$ cat config.mk
export PLATFORM = sky130hd
export DESIGN_NAME = hac_ctrl
export DESIGN_NICKNAME = d
export VERILOG_FILES = /design/src/rtl/core/hac_pkg.sv /design/src/rtl/core/hac_ctrl.sv
export SDC_FILE = /design/constraint.sdc
export NUM_CORES = 1
export LEC_CHECK = 0
export BUFFER_PORTS_ARGS = -buffer_cell sky130_fd_sc_hd__buf_2
export CORE_AREA = 2 2 39 41
export DETAILED_ROUTE_END_ITERATION = 6
export DIE_AREA = 0 0 41 43
export GPL_TIMING_DRIVEN = 0
export MAX_ROUTING_LAYER = met4
export PLACE_DENSITY_LB_ADDON = 0.05
export SETUP_SLACK_MARGIN = 0.1
export SLEW_MARGIN = 20
export SYNTH_ARGS = -nofsm -noshare
export SYNTH_HDL_FRONTEND = slang
export SYNTH_SLANG_ARGS = --single-unit
$ cat constraint.sdc
create_clock -name clock -period 1.61 [get_ports clock]
set_clock_uncertainty 0.1 [all_clocks]
set_input_delay 0.322 -clock clock [delete_from_list [all_inputs] [get_ports clock]]
set_output_delay 0.322 -clock clock [all_outputs]
set_load 0.02 [all_outputs]
$ cat src/rtl/core/hac_pkg.sv
// Shared types and constants of the heap allocation checker.
`default_nettype none
package hac_pkg;
   localparam logic [1:0] FUNC_FREE    = 2'd0;
   localparam logic [1:0] FUNC_MALLOC  = 2'd1;
   localparam logic [1:0] FUNC_CALLOC  = 2'd2;
   localparam logic [1:0] FUNC_REALLOC = 2'd3;

   localparam int ADDR_W  = 32;
   localparam int COUNT_W = 24;
   localparam int SIZE_W  = 24;
   localparam int BYTES_W = 48;

   // Datapath commands issued by the controller.
   typedef struct packed {
      logic load;      // capture the input transfer
      logic rd_old;    // read bucket of the old address
      logic rd_new;    // read bucket of the new address
      logic do_rel;    // evaluate and write back a release
      logic do_claim;  // evaluate and write back a claim
      logic clr;       // clearing pass step
   } cmd_type;

   // Status returned to the controller.
   typedef struct packed {
      logic [1:0] func;
      logic       old_nz;
      logic       new_nz;
      logic       clr_done;
   } sts_type;
endpackage
`default_nettype wire

$ cat src/rtl/core/hac_ctrl.sv
// Sequencing controller of the heap allocation checker.
`default_nettype none
module hac_ctrl (
   input  wire logic             clock,
   input  wire logic             reset,
   input  wire logic             req_valid,
   output logic                  req_stall,
   output logic                  rsp_valid,
   input  wire logic             rsp_stall,
   output hac_pkg::cmd_type      cmd,
   input  wire hac_pkg::sts_type sts
);
   import hac_pkg::*;
   localparam logic [2:0] S_CLR   = 3'd0;
   localparam logic [2:0] S_IDLE  = 3'd1;
   localparam logic [2:0] S_ROLD  = 3'd2;
   localparam logic [2:0] S_REL   = 3'd3;
   localparam logic [2:0] S_RNEW  = 3'd4;
   localparam logic [2:0] S_CLAIM = 3'd5;
   localparam logic [2:0] S_OUT   = 3'd6;

   logic [2:0] state_ff, state_in;
   logic       take;

   assign req_stall = (state_ff != S_IDLE);
   assign rsp_valid = (state_ff == S_OUT);
   assign take      = req_valid && !req_stall;

   always_comb begin
      cmd = '0;
      state_in = state_ff;
      unique case (state_ff)
         S_CLR: begin
            cmd.clr = 1'b1;
            if (sts.clr_done) state_in = S_IDLE;
         end
         S_IDLE: if (take) begin
            cmd.load = 1'b1; state_in = S_ROLD;
         end
         S_ROLD: begin
            if ((sts.func == FUNC_FREE || sts.func == FUNC_REALLOC) && sts.old_nz) begin
               cmd.rd_old = 1'b1; state_in = S_REL;
            end else state_in = S_RNEW;
         end
         S_REL: begin
            cmd.do_rel = 1'b1;
            state_in = (sts.func == FUNC_FREE) ? S_OUT : S_RNEW;
         end
         S_RNEW: begin
            if (sts.func != FUNC_FREE && sts.new_nz) begin
               cmd.rd_new = 1'b1; state_in = S_CLAIM;
            end else state_in = S_OUT;
         end
         S_CLAIM: begin
            cmd.do_claim = 1'b1; state_in = S_OUT;
         end
         S_OUT: if (!rsp_stall) state_in = S_IDLE;
         default: state_in = S_IDLE;
      endcase
   end

   always_ff @(posedge clock) begin
      if (reset) state_ff <= S_CLR;
      else       state_ff <= state_in;
   end
endmodule
`default_nettype wire

==> flow_summary_export.csv <==
group,metric,value,unit
worst_setup_path,cp-end-kind,"primary output",
sta,fin_crit_sh,100,%
die,die_area,1760,um2
synth,yosysSeqAreaShare,19.0,%
clock_tree,htree_levels,1,
final_layout,stdcell_count,87,
synth,synth.largest_area_cell,"dfxtp_1",
worst_setup_path,cp-start-kind,"flip-flop",
die,pin_count,17,
sta,worst_slew_pin_slew,0.236,ns
synth,synth_nets,49,
clock_tree,clk_pin_slew,0.03,ns
place,place_hpwl,662,um
final_layout,top_register,"state_ff",
synth,synth-edff-count,0,
power_and_ir_drop,totalPowerFinal,384,uW
worst_hold_path,hp-class,"in -> reg",
outcome,status,"finished, violations left",
sta,final-hold-violation-count,0,
die,fp.coreArea,1380,um2
outcome,violations,"setup timing",
sta,final_max_slew_viol_count,0,
worst_setup_path,rrSetupSlack,0.15,ns
synth,syn_avg_cell_area,8.33,um2
place,portBuffers,16,
drt,wl_per_cell,12.1,um
worst_setup_path,path_max_fanout,7,
synth,synthTopCellsByCount,"4 x nor2_1, 3 x a21oi_1, 3 x dfxtp_1",
sta,min_period,1.62,ns
global_routing,first_global_vias,386,
place,place.gp.congestion,0.734,
sta,rsz0062_at_grt,"yes",
sta,setup_viol,1,
global_routing,antenna_found_initial,0,
sta,whs,0.188,ns
global_routing,grt_max_degree,11,
power_and_ir_drop,power_density,581,nW/um2
synth,synthFlopType,"dfxtp_1",
drt,ant_nets,0,
sta,fmax,618,MHz
synth,synth_seq_cells,3,
sta,setup_ws,-0.00690,ns
final_layout,largest_registers,"state_ff x3",
die,dieHeight,43,um
synth,synthArstFlopShare,0,%
place,dp_cells,70,
synth,yosysUniqueCellTypes,25,
die,dieWidth,41,um
worst_setup_path,crit_type,"reg -> out",
worst_setup_path,worstPathRequired,1.19,ns
clock_tree,cts_tree,"yes",
global_routing,overflow,0,
clock_tree,cts.path.max_buffers,2,
drt,drc_errors,0,
synth,synth_warnings,0,
final_layout,drive_gt1_share,74.6,%
power_and_ir_drop,p_leak,0.318,nW
clock_tree,clock_sink_count,3,
place,dpl_worst_slack,-0.0632,ns
synth,syn_inst,38,
drt,finalWirelength,1050,um
drt,via_per_inst,4.59,
clock_tree,cts-buffers-inserted,3,
clock_tree,clock_latency,0.23,ns
synth,synth.top_cell.area_share,19.0,%
job,drv_cap,0,
synth,synthMostInstantiatedCell,"nor2_1",
clock_tree,cts-root-buf,"clkbuf_4",
final_layout,diodes,0,
final_layout,largest_reg_flops,3,
global_routing,globalRouteTotalUtil,12.6,%
final_layout,postLayoutCellArea,661,um2
global_routing,grt_pass1_wl,1480,um
final_layout,syn_to_final_growth,109,%
sta,slew_headroom,84.2,%
power_and_ir_drop,peakVddDrop,0.370,mV
synth,syn_area,317,um2
drt,initialDrtViolationCount,4,
worst_setup_path,arrival,1.19,ns
final_layout,layout.nets,83,
place,placed_area,448,um2
die,initial_core_util,22.9,%
drt,routed-via-count,399,
die,std_cell_rows,14,
synth,synth_area_leaders,"dfxtp_1 19%, ha_1 7.9%, nor4_4 6.7%",
drt,first_pass_iters,2,
## critical path: stages, from the launching register on
cell and delay (ns):
dfxtp_4 0.39, inv_2 0.08, nor4_4 0.30, buf_4 0.19
## logic make-up after synthesis
logic type / Yosys count / synth area share, %
AOI/OAI and AO/OA: 9 / 21.7
muxes: 1 / 3.16
and+or+nand+nor: 18 / 41.9
buffers and inverters: 5 / 6.32
DFF: 3 / 19.0
adders and majority gates: 2 / 7.90
## power breakdown
group          internal [mW]  switching [mW]
clock network         0.0926          0.0345
registers             0.0776         0.00646
logic                 0.0959          0.0767
total                  0.266           0.118
## worst paths after layout
path                 end         from  cells past startpoint
max               cmd[4]  state_ff[1]                      3
min          state_ff[0]        reset                      2
max reg2reg  state_ff[0]  state_ff[1]                      6
min reg2reg  state_ff[2]  state_ff[2]                      2
## layout by cell type (no fill, tap or decap), types with 2 or more instances in the layout
master | synthesis | layout
buf_4 | 0 | 17
buf_2 | 1 | 7
buf_6 | 0 | 5
nor2_1 | 4 | 4
inv_4 | 0 | 3
a21oi_1 | 3 | 3
clkbuf_4 | 0 | 3
dfxtp_4 | 0 | 3
and3_2 | 2 | 2
nand2b_4 | 0 | 2
nor4_4 | 1 | 2
nor3_2 | 1 | 2
## layer usage
layer / routed length, um / vias to the layer above / GRT usage [%]
met2: 570 / 11 / 19.1
met3: 50 / 0 / 3.14
li1: - / 207 / -
met4: 0 / 0 / 6.00
met5: 0 / - / -
met1: 430 / 181 / 15.0
## metrics by stage
step | setup TNS, ns | utilization, %
3_3_place_gp | -0.0419 | 32.4
3_5_place_dp | -0.0671 | 32.4
6_report | -0.00690 | 47.7
4_1_cts | -0.0631 | 42.1
2_1_floorplan | 0 | -
5_1_grt | -0.146 | 47.7
## repair_timing
action,4_1_cts,5_1_grt
endpoints found under the hold margin,0,0
pin swaps,4,3
endpoints found under the setup margin,10,8
hold buffers,0,0
setup buffers,7,6
gates resized for setup,18,12
## area by class of cell
class	instances	area, um2
Timing Repair Buffer	29	219
Inverter	4	22.5
Sequential cell	3	71.3
Multi-Input combinational cell	30	287
Buffer	1	15.0
Tap cell	16	20.0
Clock buffer	4	26.3
Fill cell	144	723
No activity file was read; power rests on OpenSTA's default activity.
